===== config.mk =====
export PLATFORM = sky130hd
export DESIGN_NAME = mlfq_ram
export DESIGN_NICKNAME = d
export VERILOG_FILES = /design/src/design/mlfq_ram.sv
export SDC_FILE = /design/constraint.sdc
export NUM_CORES = 2
export LEC_CHECK = 0
export BUFFER_PORTS_ARGS = -buffer_cell sky130_fd_sc_hd__buf_2
export CELL_PAD_IN_SITES_DETAIL_PLACEMENT = 0
export CELL_PAD_IN_SITES_GLOBAL_PLACEMENT = 1
export CORE_MARGIN = 4
export CORE_UTILIZATION = 55
export CTS_CLUSTER_SIZE = 20
export DETAILED_ROUTE_END_ITERATION = 7
export PLACE_DENSITY_LB_ADDON = 0.1
export SLEW_MARGIN = 30
export SYNTH_ARGS = -nofsm -noshare
export SYNTH_HDL_FRONTEND = slang
export SYNTH_SLANG_ARGS = --single-unit

===== constraint.sdc =====
create_clock -name clock -period 8.4 [get_ports clock]
set_clock_uncertainty 0.2 [all_clocks]
set_input_delay 1.68 -clock clock [delete_from_list [all_inputs] [get_ports clock]]
set_output_delay 1.68 -clock clock [all_outputs]
set_load 0.05 [all_outputs]

===== src/design/mlfq_ram.sv =====
// ----------------------------------------------------------------------------
// mlfq_ram
// Generic simple dual-port RAM, one write port, one registered read port.
// ----------------------------------------------------------------------------
module mlfq_ram #(
   parameter int WIDTH = 64,
   parameter int DEPTH = 64
) (
   input  logic                     clock,
   input  logic                     wr_en,
   input  logic [$clog2(DEPTH)-1:0] wr_addr,
   input  logic [WIDTH-1:0]         wr_data,
   input  logic [$clog2(DEPTH)-1:0] rd_addr,
   output logic [WIDTH-1:0]         rd_data
);

   logic [WIDTH-1:0] mem_ff [DEPTH];
   logic [WIDTH-1:0] rd_data_ff;

   always_ff @(posedge clock) begin
      if (wr_en) begin
         mem_ff[wr_addr] <= wr_data;
      end
      rd_data_ff <= mem_ff[rd_addr];
   end

   assign rd_data = rd_data_ff;

endmodule


* Word-level counts from Yosys, hierarchy flattened
Memory sizes are Yosys's and may differ from the RTL's. A register that Yosys moved wholly into a read port is not among the register bits. Cells that the tools add are included.
Storage, ports and cells: bits in writable memories 4096, output and inout bits 64, memories 1, bits of input ports 78, word-level logic and storage cells 3, flip-flop bits (word level) 0
Cells by class: muxes and demuxes 2
Memory list:
- mem_ff | depth 64, width 64, rd ports 1, clocked after Yosys merged registers in 1, wr ports 1, line 17 | logic [WIDTH-1:0] mem_ff [DEPTH];
Operator list (number):
- two-way mux 1 bit | 2

* Depth between registers and ports, before layout
depth in word-level cells 2, depth in mapped cells 9

* Worst setup path after synthesis
Ideal clock, no wire load.
path type input to register, from in wr_addr[3], to mem mem_ff[48][0], enable pin, path buffers 1, arrival time 6.552 ns, cell stages on the path 4, data required time 7.636 ns, slack 1.084 ns, cells stage by stage clkbuf_1 -> nor2b_1 -> nand4b_1 -> nor3_1
RTL lines:
- start, declared | line 11 | input logic [$clog2(DEPTH)-1:0] wr_addr,
- end, declared | line 17
Straight into the memory's write port.

==> results.cfg <==
[worst_setup_path]
cp.arrival_ps = 4890
startpoint = rd_addr[3]
cp-start-kind = input port
rrSetupSlack_ps = 6030
cp_data_required_time_ps = 9050
end_kind = register
critPathMaxFanout = 44
r2r_start = mem_ff[13][30]
crit_type = in2reg

[synth]
synth_nets = 6676
synth_seq_area_share = 0.795
synth_seq_cells = 4160
synth_top_cell_by_area = edfxtp_1
synth_top_area_share = 0.787
synth_cells = 6598
syn_area_sq_um = 156000
yosysUniqueCellTypes = 33
synth.area.top_cells = edfxtp_1 (79%), mux4_2 (15%), mux2i_1 (0.86%)
syn_avg_cell_area_sq_um = 23.7
yosys_warnings = 0

[grt]
grt_pass1_wl_um = 605000
grt_max_degree = 111
grt_overflow = 0
grt.total_usage = 0.298
grt_pass1_vias = 75500
antenna_found_initial = 26

[route]
routed_wl_um = 434000
drc = 0
m1WireLength_um = 171000
drt_iter0_markers = 10200
routed-via-count = 75800
vias_per_cell = 6.82
met2_length_um = 209000
top_layer = met5
ant_nets = 0
firstDrtPassIters = 7
dr_wl_met3_um = 38500
wire_per_inst_um = 39.0

[die]
die_w_um = 541
dieArea_sq_um = 293000
row_count = 195
io_pins = 142
core_sq_um = 283000
initial_utilization = 0.553
die_y_um = 541

[sta]
setup_viol = 0
tightest_slew_ps = 1090
fin_tns_setup_ps = 0
min_period_ps = 4240
drv_slew = 0
slew-limit-headroom = 0.274
final_hold_viol_count = 0
fin_crit_sh = 0.505
rsz0062_at_grt = no
fmax_mhz = 236

[cts]
cts-htree-levels = 5
clock-sinks = 4160
hold_buffers = 0
post_cts_buffers = 0
cts_resized = 0
cts_buffers = 415
clkLatencyLatePin_ps = 940
cts_tree = yes
clkTransAtPathRegs_ps = 60
cts_root_buffer = clkbuf_16
clock_path_buffers = 4

[placed_design]
io_buffers = 141
gp_congestion = 0.787
dp_hpwl_um = 227000
dpl_cell_area_sq_um = 163000

[layout]
synthToLayoutAreaGrowth_pct = 13.2
design_area_sq_um = 177000
fin_nets = 7076
drive_above_1_share = 0.286

[run_status]
status = finished, final reports clean

[job]
cap_viol_max_count = 0

[worst_hold_path]
holdCritStartpoint = mem_ff[46][42]
hold_class = reg2reg

[power_and_ir_drop]
peakVddDrop_mv = 0.219
leakage_nw = 55.4
power_density_nw_per_um2 = 251
[placed cells by master (no fill, tap or decap), drive strengths merged, types with 2 or more instances in the layout]
cell type  instances
nor2             112
and3              64
a22oi            168
nand4              2
a22o              88
clkbuf           565
a41oi             26
clkinv           135
nor2b             28
edfxtp          4096
nand2b            11
inv               28
mux4            1024
nand3b             2
nand2             58
buf              353
mux2i            135
diode             17
o221ai            38
or3               29
bufinv            58
or2               28
a211oi            63
o22ai             83
a2bb2oi           19
clkinvlp           8
dfxtp             64
nor3               2
nand3             45
and2               3
a31oi             18
[path summary, 6_finish.rpt]
check                                   end  cells after the start
worst min register to register  rd_data[42]                      4
worst max-delay path            rd_data[33]                      6
worst max register to register  rd_data[30]                      5
worst min-delay path            rd_data[42]                      4
[critical path: stages]
cell and delay [ps]:
buf_2 510, nor2b_4 830, buf_4 790, a22oi_1 400, and3_1 300, a211oi_1 190
[cell usage after synthesis, drive strengths merged]
library cell / number
edfxtp: 4096
mux4: 1024
buf: 230
a22oi: 168
clkbuf: 140
mux2i: 135
nor2: 112
a22o: 88
o22ai: 83
and3: 64
dfxtp: 64
a211oi: 63
nand2: 58
nand3: 45
o221ai: 38
or3: 29
nor2b: 28
or2: 28
a41oi: 26
a2bb2oi: 19
inv: 19
a31oi: 18
nand2b: 11
and2: 3
nand3b: 2
nand4: 2
nor3: 2
a31o: 1
nand4b: 1
or3b: 1
[report_power, final]
group | switching (mW) | internal (mW)
Clock | 7.72 | 11.4
Combinational | 1.38 | 0.719
Sequential | 0.113 | 23.0
Total | 9.21 | 35.1
[stage by stage]
stage               power [mW]  hold slack [ps]  worst slack (ps)  instances  utilization
finish                    44.3              620              4160      11100        0.626
global route              45.6              679              4170      11100        0.626
floorplan                 24.7              588              1080       6598            -
detailed placement        25.6              627              3210      10300        0.575
global placement          25.6              609              3250      10300        0.575
CTS                       44.6              615              4240      11100        0.626
[sequential cells by signal, indices dropped and copies added, names as in the netlist]
signal	cells
mem_ff	4096
rd_data	64
[per-layer routing]
layer	track usage	vias up
met5	0	-
met4	0.0987	8
met3	0.0440	813
met2	0.469	4053
met1	0.437	41600
li1	-	29300
[cell type report]
| cell class | count | area (sq um) |
|---|---|---|
| Timing Repair Buffer | 353 | 2940 |
| Clock buffer | 565 | 11600 |
| Multi-Input combinational cell | 2049 | 30800 |
| Fill cell | 19000 | 106000 |
| Tap cell | 3743 | 4680 |
| Sequential cell | 4160 | 124000 |
| Inverter | 19 | 71.3 |
| Clock inverter | 210 | 2570 |
| Antenna cell | 17 | 42.5 |
[kinds of logic after synthesis]
logic type,synth area share
simple gates,0.0124
buf+inv,0.0118
mux,0.156
compound gates,0.0248
flops,0.795
(Power assumes the default switching activity.)
