==> src/design/mlfq_pkg.sv <==
// ----------------------------------------------------------------------------
// mlfq_pkg
// Types, codes and helpers shared by the multilevel feedback scheduler.
// ----------------------------------------------------------------------------
package mlfq_pkg;

   localparam int NUM_QUEUES = 4;

   localparam logic CMD_SUBMIT = 1'b0;
   localparam logic CMD_STEP   = 1'b1;

   localparam logic MODE_FCFS  = 1'b0;
   localparam logic MODE_MLFQ  = 1'b1;

   localparam logic [1:0] ST_ACCEPTED = 2'd0;
   localparam logic [1:0] ST_RAN      = 2'd1;
   localparam logic [1:0] ST_IDLE_ALL = 2'd2;
   localparam logic [1:0] ST_FULL     = 2'd3;

   typedef enum logic [1:0] {
      CSR_POLICY_MODE   = 2'd0,
      CSR_QUANTUM_ONE   = 2'd1,
      CSR_QUANTUM_TWO   = 2'd2,
      CSR_QUANTUM_THREE = 2'd3
   } csr_index_type;

   typedef enum logic [1:0] {
      Q_DISPATCH = 2'd0,
      Q_LEVEL1   = 2'd1,
      Q_LEVEL2   = 2'd2,
      Q_LEVEL3   = 2'd3
   } queue_id_type;

   typedef struct packed {
      logic         push_en;
      queue_id_type push_q;
      logic         pop_en;
      queue_id_type pop_q;
   } qop_type;

   typedef struct packed {
      logic [31:0] arrival_time;
      logic [15:0] job_id;
      logic [15:0] run_length;
   } disp_word_type;

   typedef struct packed {
      logic [15:0] job_id;
      logic [15:0] run_length;
      logic [15:0] processed;
   } lvl_word_type;

   typedef struct packed {
      logic [1:0]  status;
      logic [31:0] start_time;
      logic [15:0] ran_id;
      logic [1:0]  level;
      logic        completed;
      logic [31:0] end_time;
   } rsp_type;

   function automatic logic [31:0] sat_add(input logic [31:0] a, input logic [15:0] b);
      logic [32:0] sum;
      sum = {1'b0, a} + {17'b0, b};
      return sum[32] ? 32'hFFFF_FFFF : sum[31:0];
   endfunction

endpackage

==> src/design/mlfq_queues.sv <==
// ----------------------------------------------------------------------------
// mlfq_queues
// Head, tail and count registers of the dispatch FIFO and the three levels.
// ----------------------------------------------------------------------------
module mlfq_queues import mlfq_pkg::*; #(
   parameter int MAX_JOBS = 64
) (
   input  logic                             clock,
   input  logic                             reset,
   input  qop_type                          qop,
   output logic [$clog2(MAX_JOBS)-1:0]      heads  [NUM_QUEUES],
   output logic [$clog2(MAX_JOBS)-1:0]      tails  [NUM_QUEUES],
   output logic [$clog2(MAX_JOBS+1)-1:0]    counts [NUM_QUEUES]
);

   localparam int IDX_W = $clog2(MAX_JOBS);
   localparam int CNT_W = $clog2(MAX_JOBS + 1);

   logic [IDX_W-1:0] head_ff  [NUM_QUEUES];
   logic [IDX_W-1:0] tail_ff  [NUM_QUEUES];
   logic [CNT_W-1:0] count_ff [NUM_QUEUES];

   function automatic logic [IDX_W-1:0] next_slot(input logic [IDX_W-1:0] i);
      return (i == IDX_W'(MAX_JOBS - 1)) ? '0 : i + IDX_W'(1);
   endfunction

   always_ff @(posedge clock) begin
      if (reset) begin
         for (int i = 0; i < NUM_QUEUES; i++) begin
            head_ff[i]  <= '0;
            tail_ff[i]  <= '0;
            count_ff[i] <= '0;
         end
      end else begin
         for (int i = 0; i < NUM_QUEUES; i++) begin
            if (qop.push_en && (qop.push_q == queue_id_type'(i))) begin
               tail_ff[i] <= next_slot(tail_ff[i]);
            end
            if (qop.pop_en && (qop.pop_q == queue_id_type'(i))) begin
               head_ff[i] <= next_slot(head_ff[i]);
            end
            count_ff[i] <= count_ff[i]
                           + CNT_W'(qop.push_en && (qop.push_q == queue_id_type'(i)))
                           - CNT_W'(qop.pop_en && (qop.pop_q == queue_id_type'(i)));
         end
      end
   end

   assign heads  = head_ff;
   assign tails  = tail_ff;
   assign counts = count_ff;

endmodule

==> config.mk <==
export PLATFORM = sky130hd
export DESIGN_NAME = mlfq_queues
export DESIGN_NICKNAME = d
export VERILOG_FILES = /design/src/design/mlfq_pkg.sv /design/src/design/mlfq_queues.sv
export SDC_FILE = /design/constraint.sdc
export NUM_CORES = 1
export LEC_CHECK = 0
export BUFFER_PORTS_ARGS = -buffer_cell sky130_fd_sc_hd__buf_2
export CAP_MARGIN = 10
export CORE_ASPECT_RATIO = 1.25
export CORE_MARGIN = 2
export CORE_UTILIZATION = 50
export CTS_BUF_LIST = sky130_fd_sc_hd__clkbuf_16
export CTS_CLUSTER_DIAMETER = 120
export DETAILED_ROUTE_END_ITERATION = 10
export GPL_TIMING_DRIVEN = 0
export PLACE_DENSITY = 0.76
export RECOVER_POWER = 50
export SETUP_SLACK_MARGIN = 0.02
export SYNTH_ARGS = -nofsm -noshare
export SYNTH_HDL_FRONTEND = slang
export SYNTH_SLANG_ARGS = --single-unit
==> constraint.sdc <==
create_clock -name clock -period 2.6 [get_ports clock]
set_input_delay 0.52 -clock clock [delete_from_list [all_inputs] [get_ports clock]]
set_output_delay 0.52 -clock clock [all_outputs]
set_load 0.05 [all_outputs]
==> Word level (Yosys, flattened, before mapping) <==
Index checks and enable logic that the tools add are counted.
Widths: inputs -> output; s select.
{ "word_totals": {"wordCells": 60, "inputBits": 8, "out_inout_bits": 76, "regBits": 76} }
{ "op_classes": {"n_eq_ne": 14, "n_addsub": 16, "n_mux": 8, "n_reduce_logical": 10} }
{ "op_table": {"columns": ["operator", "count"], "rows": [
  ["$add 6x1->6 const B", 8],
  ["$eq 6x6->1 const B", 8],
  ["$mux 6", 8],
  ["$add 7x1->7", 4],
  ["$sub 7x1->7", 4],
  ["$eq 2x2->1 const B", 4],
  ["$logic_and 1x1->1", 8],
  ["$eq 2x1->1 const B", 2],
  ["$logic_not 2->1", 2]
]} }

==> Logic depth before layout (Yosys ltp) <==
{ "depth": {"ltp_word": 4, "mapped_depth": 11, "mapped_depth_nobuf": 11} }

==> Worst setup path after synthesis <==
No wires, ideal clock.
{ "synth_path": {"path_type": "input to register", "from": "input port qop[4] (netlist bit)", "to": "register count_ff, in the netlist counts[25]", "required_ps": 2485, "slack_ps": 15, "stages": 9, "arrival_time_ps": 2469, "path_cell_list": "nor3b_2 -> inv_1 -> ha_1 -> inv_1 -> ha_1 -> fa_1 -> a21o_1 -> a211o_1 -> and3_1"} }
{ "synth_between": {"elab_chain_len": 4} }
{ "synth_rtl": {"columns": ["element", "line_no", "rtl"], "rows": [
  ["start, declared", "mlfq_queues.sv:10", "input qop_type qop,"],
  ["$logic_not 2->1", "mlfq_queues.sv:43", "+ CNT_W'(qop.push_en && (qop.push_q == queue_id_type'(i)))"],
  ["$logic_and 1x1->1", "mlfq_queues.sv:43", null],
  ["$add 7x1->7", "mlfq_queues.sv:43", null],
  ["$sub 7x1->7", "mlfq_queues.sv:44", "- CNT_W'(qop.pop_en && (qop.pop_q == queue_id_type'(i)));"],
  ["end signal, assigned by index", "mlfq_queues.sv:42", "count_ff[i] <= count_ff[i]"],
  ["end, declared", "mlfq_queues.sv:21", "logic [CNT_W-1:0] count_ff [NUM_QUEUES];"]
]} }
No other way between the ends.
A chain may end at the register's enable or synchronous reset.

==> Final worst setup path <==
{ "layout_path": {"from": "input port qop[3] (netlist bit)", "to": "register count_ff, in the netlist counts[13]"} }
{ "layout_between": {"elab_chain_len": 4} }
{ "layout_rtl": {"columns": ["element", "line_no"], "rows": [
  ["$eq 2x2->1", "mlfq_queues.sv:43"],
  ["$logic_and 1x1->1", "mlfq_queues.sv:43"],
  ["$add 7x1->7", "mlfq_queues.sv:43"],
  ["$sub 7x1->7", "mlfq_queues.sv:44"]
]} }
No other way between the ends.

==> summary by stage <==
Final layout
The summed area of non-filler cells in the final layout is 4960 um2. Once layout is complete, the utilization of the core stands at 0.605. In the final layout, the share of cells above drive strength 1 is 0.0820. The layout has 754 filler cells.

The number of inserted diodes is 0. The growth of design area from synthesis to finish is 18.4%. For this run, the post-layout net count is slightly above 600.

Detailed routing
The number of vias per cell after detailed routing is 5.77. For this block, the initial DRC count from the detailed router was between 150 and 200. The aggregate routed wire length is 9.84 mm.

Once detail routing completed, the nets flagged for antenna violations numbered 0. In the final routed layout, each cell accounts on average for 14.7 um. The total number of vias is 3868. The final routed DRC violation total is 0. The first TritonRoute pass finished after 6 iterations.

CTS
The cell sitting at the root of the clock tree is a sky130_fd_sc_hd__clkbuf_16. The clock sink count is 76. The H-tree was split into 3 levels. The clock latency on the worst-skew pair is 0.34 ns. The clock buffer count from CTS is 9.

Clock-pin slew was measured on the worst setup and hold paths at 0.06 ns. The maximum clock insertion buffer count is 2. TritonCTS built the clock tree.

STA
The number of setup violations in the final report is 0. The count of endpoints failing hold in the final timing report was 0. For the pin with the worst max-slew slack, the measured transition is 0.671 ns. The top achievable clock speed is 410 MHz. The routed design could run at a clock period as short as 2.44 ns. Setup repair after global routing could not meet its margin everywhere.

Hold timing on the final database bottoms out at a slack of 0.509 ns. The post-route setup TNS is 0 ns. The count of pins over their slew limit came to 0. Of the available clock period, the critical path in the final layout requires 0.938.

The relative max-transition margin is 0.553. The clock skew is 0.00335 ns.

Worst setup path
The most critical setup path has its startpoint at qop[3]. The number of buffers and inverters on the critical path is 4. The startpoint of the lowest-slack register-to-register path is counts[1].

The critical path goes through buf_2 -> and3b_2 -> inv_1 -> ha_1 -> inv_1 -> ha_1 -> inv_1 -> fa_1 -> nand2b_1 -> a21oi_1 -> o21ai_0 -> o31ai_1. The highest net fanout along the worst path is 6. The worst stage delay on the critical path is ~0.4 ns. The most frequent cell on the critical path is sky130_fd_sc_hd__inv_1. The capturing element type of the critical path is a flip-flop. The highest-delay cell along the critical path is sky130_fd_sc_hd__fa_1.

Data on the critical path is required at its endpoint by 2.85 ns. The critical path is of the input port to flip-flop type. The arrival time reported for the critical path endpoint is 2.69 ns.

The cell family contributing the most delay on the critical path is adder cells. The category of the worst setup path launch point is an input port.

Die
The overall die height is 106 um. The total area inside the core boundary comes to 8190 um2. In this run the core area contains 37 standard-cell rows. The initial cell density of the core is 0.511. 84 I/O pins were placed.

The chip width is 85.9 um. The die covers slightly above 9000 um2.

Logic synthesis
Yosys mapped the design onto 51 distinct sky130hd cell types. Counting flops with an async set or reset pin after synthesis yields a share of 0. The sequential share of the synthesized area is 0.363. After synthesis the cells add up to between 4000 and 5000 um2.

The synthesized netlist cell count is 472. Among all flip-flop cells after synthesis, the most frequent one is sky130_fd_sc_hd__dfxtp_1. When the netlist entered floorplanning its net count stood at 520. For this run, the number of Yosys warnings is 0. The average instance in the mapped netlist occupies 8.88 um2. Counting flops with a built-in enable in the synthesized netlist gives 0. The total of flip-flops plus latches after synthesis is 76.

Place
The global placer's final weighted congestion is about 0.85. The half-perimeter wire length after placement is 7.19 mm. The standard cell area after detailed placement is approximately 4700 um2. In this run the tool buffered the top-level ports with 83 buffer cells.

Min path
In this run the most critical hold path is launched from tails[11]. The path class of the tightest hold or removal check is flip-flop to flip-flop.

Global routing
The overall overflow remaining after global route is 0. The number of global-route vias before repair is 3534. The maximum number of pins on one net before global-route repair is 12. For this run, the total global-route usage over all layers was measured as 0.215. The initial antenna violation count was 0. The first global-routing pass estimated 15.9 mm of wire.

Power
Overall power consumption after layout is estimated at ~4.6 mW. The total leakage power is 2.03 nW. The power density of the placed cells is 931 nW/um2. VDD sags by at most 421 uV.

Status
The flow ran to the end, and the final reports show no timing, DRC or antenna violations.

Flow run
The tool flagged a number of max-cap violations equal to 0.
synth_stat cells (all sizes together), types with 2 or more instances:
| cell | count | area [um2] |
|---|---|---|
| dfxtp | 76 | 1520 |
| nand2 | 41 | 154 |
| inv | 39 | 146 |
| ha | 36 | 450 |
| nor2 | 33 | 124 |
| a21oi | 28 | 140 |
| xor2 | 19 | 166 |
| a311oi | 14 | 123 |
| o211ai | 13 | 97.6 |
| a211o | 12 | 105 |
| and3 | 11 | 70.1 |
| nand3 | 10 | 50.1 |
| o21ai | 10 | 50.1 |
| a21o | 9 | 67.6 |
| a31oi | 8 | 50.1 |
| nand2b | 8 | 50.1 |
| nor2b | 8 | 50.1 |
| or3 | 8 | 50.1 |
| xnor2 | 8 | 70.1 |
| buf | 7 | 28.8 |
| nor4 | 7 | 43.8 |
| nand4 | 6 | 37.5 |
| nor3b | 6 | 61.3 |
| nor4b | 6 | 52.6 |
| nor3 | 5 | 25.0 |
| a211oi | 4 | 30.0 |
| and4 | 4 | 36.3 |
| clkbuf | 4 | 15.0 |
| fa | 4 | 80.1 |
| a32oi | 3 | 26.3 |
| and2 | 3 | 18.8 |
| and3b | 3 | 28.8 |
| mux2i | 3 | 30.0 |
| and4b | 2 | 20.0 |
| o31ai | 2 | 15.0 |
| or4 | 2 | 15.0 |
| or4b | 2 | 20.0 |
cells by family after synthesis:
kind of cell,Yosys count,share of synthesized area
AO/OA/AOI/OAI,108,0.179
XOR/XNOR,27,0.0564
adder cells (fa/ha/maj),40,0.127
buffers and inverters,50,0.0454
flip-flops,76,0.363
multiplexers,3,0.00717
AND/OR/NAND/NOR,168,0.223
through the flow:
step | setup slack, ns | std cells
6_report | 0.160 | 670
5_1_grt | 0.0174 | 670
4_1_cts | 0.124 | 666
3_5_place_dp | -0.225 | 652
3_3_place_gp | -0.223 | 652
2_1_floorplan | 0.0860 | 472
sequential cells by signal (all words and copies together) (netlist names):
| register | count |
|---|---|
| counts | 28 |
| heads | 24 |
| tails | 24 |
final cells by class:
type	instances	area, um2	area share
Inverter	39	146	0.0295
Timing Repair Buffer	87	368	0.0741
Multi-Input combinational cell	346	2490	0.502
Tap cell	97	121	0.0245
Buffer	11	43.8	0.00883
Sequential cell	76	1520	0.307
Clock inverter	5	46.3	0.00933
Clock buffer	9	225	0.0454
placed cells by master (no fill, tap or decap), types with 9 or more instances in the layout:
cell type	netlist	routed
sky130_fd_sc_hd__dfxtp_1	76	76
sky130_fd_sc_hd__clkbuf_1	4	67
sky130_fd_sc_hd__nand2_1	41	41
sky130_fd_sc_hd__inv_1	39	40
sky130_fd_sc_hd__ha_1	36	36
sky130_fd_sc_hd__nor2_1	33	33
sky130_fd_sc_hd__a21oi_1	28	28
sky130_fd_sc_hd__buf_2	2	23
sky130_fd_sc_hd__xor2_1	19	19
sky130_fd_sc_hd__a311oi_1	14	14
sky130_fd_sc_hd__o211ai_1	13	13
sky130_fd_sc_hd__a211o_1	12	12
sky130_fd_sc_hd__nand3_1	10	10
sky130_fd_sc_hd__o21ai_0	10	10
sky130_fd_sc_hd__and3_1	10	10
sky130_fd_sc_hd__a21o_1	9	9
sky130_fd_sc_hd__clkbuf_16	0	9
power by group:
group          switching, mW  leakage [nW]  internal [mW]
Sequential             0.125         0.620           1.32
Clock                  0.459         0.137          0.720
Combinational           1.30          1.27          0.694
path summary, 6_finish.rpt:
path | to | slack (ns) | cells after the start
setup / recovery | counts[13] | 0.16 | 12
hold / removal | tails[11] | 0.51 | 2
setup reg to reg | counts[5] | 0.70 | 6
hold reg to reg | tails[11] | 0.51 | 2
what timing repair did:
item	in CTS	in global routing
buffers inserted	0	4
hold buffers	0	0
endpoints found under the setup margin	0	3
resized for setup	0	2
metal layers:
| layer | vias up | global-route usage | wire [um] |
|---|---|---|---|
| met1 | 1811 | 0.254 | 4230 |
| met4 | 0 | 0.104 | 243 |
| met2 | 107 | 0.367 | 4790 |
| li1 | 1931 | - | - |
| met3 | 19 | 0.0450 | 576 |
| met5 | - | 0 | 0 |
worst min-delay path, stage by stage (launching register included):
cell and delay [ns]:
sky130_fd_sc_hd__dfxtp_1 0.33, sky130_fd_sc_hd__o31ai_1 0.07, sky130_fd_sc_hd__a21oi_1 0.06
(Power assumes the default switching activity.)
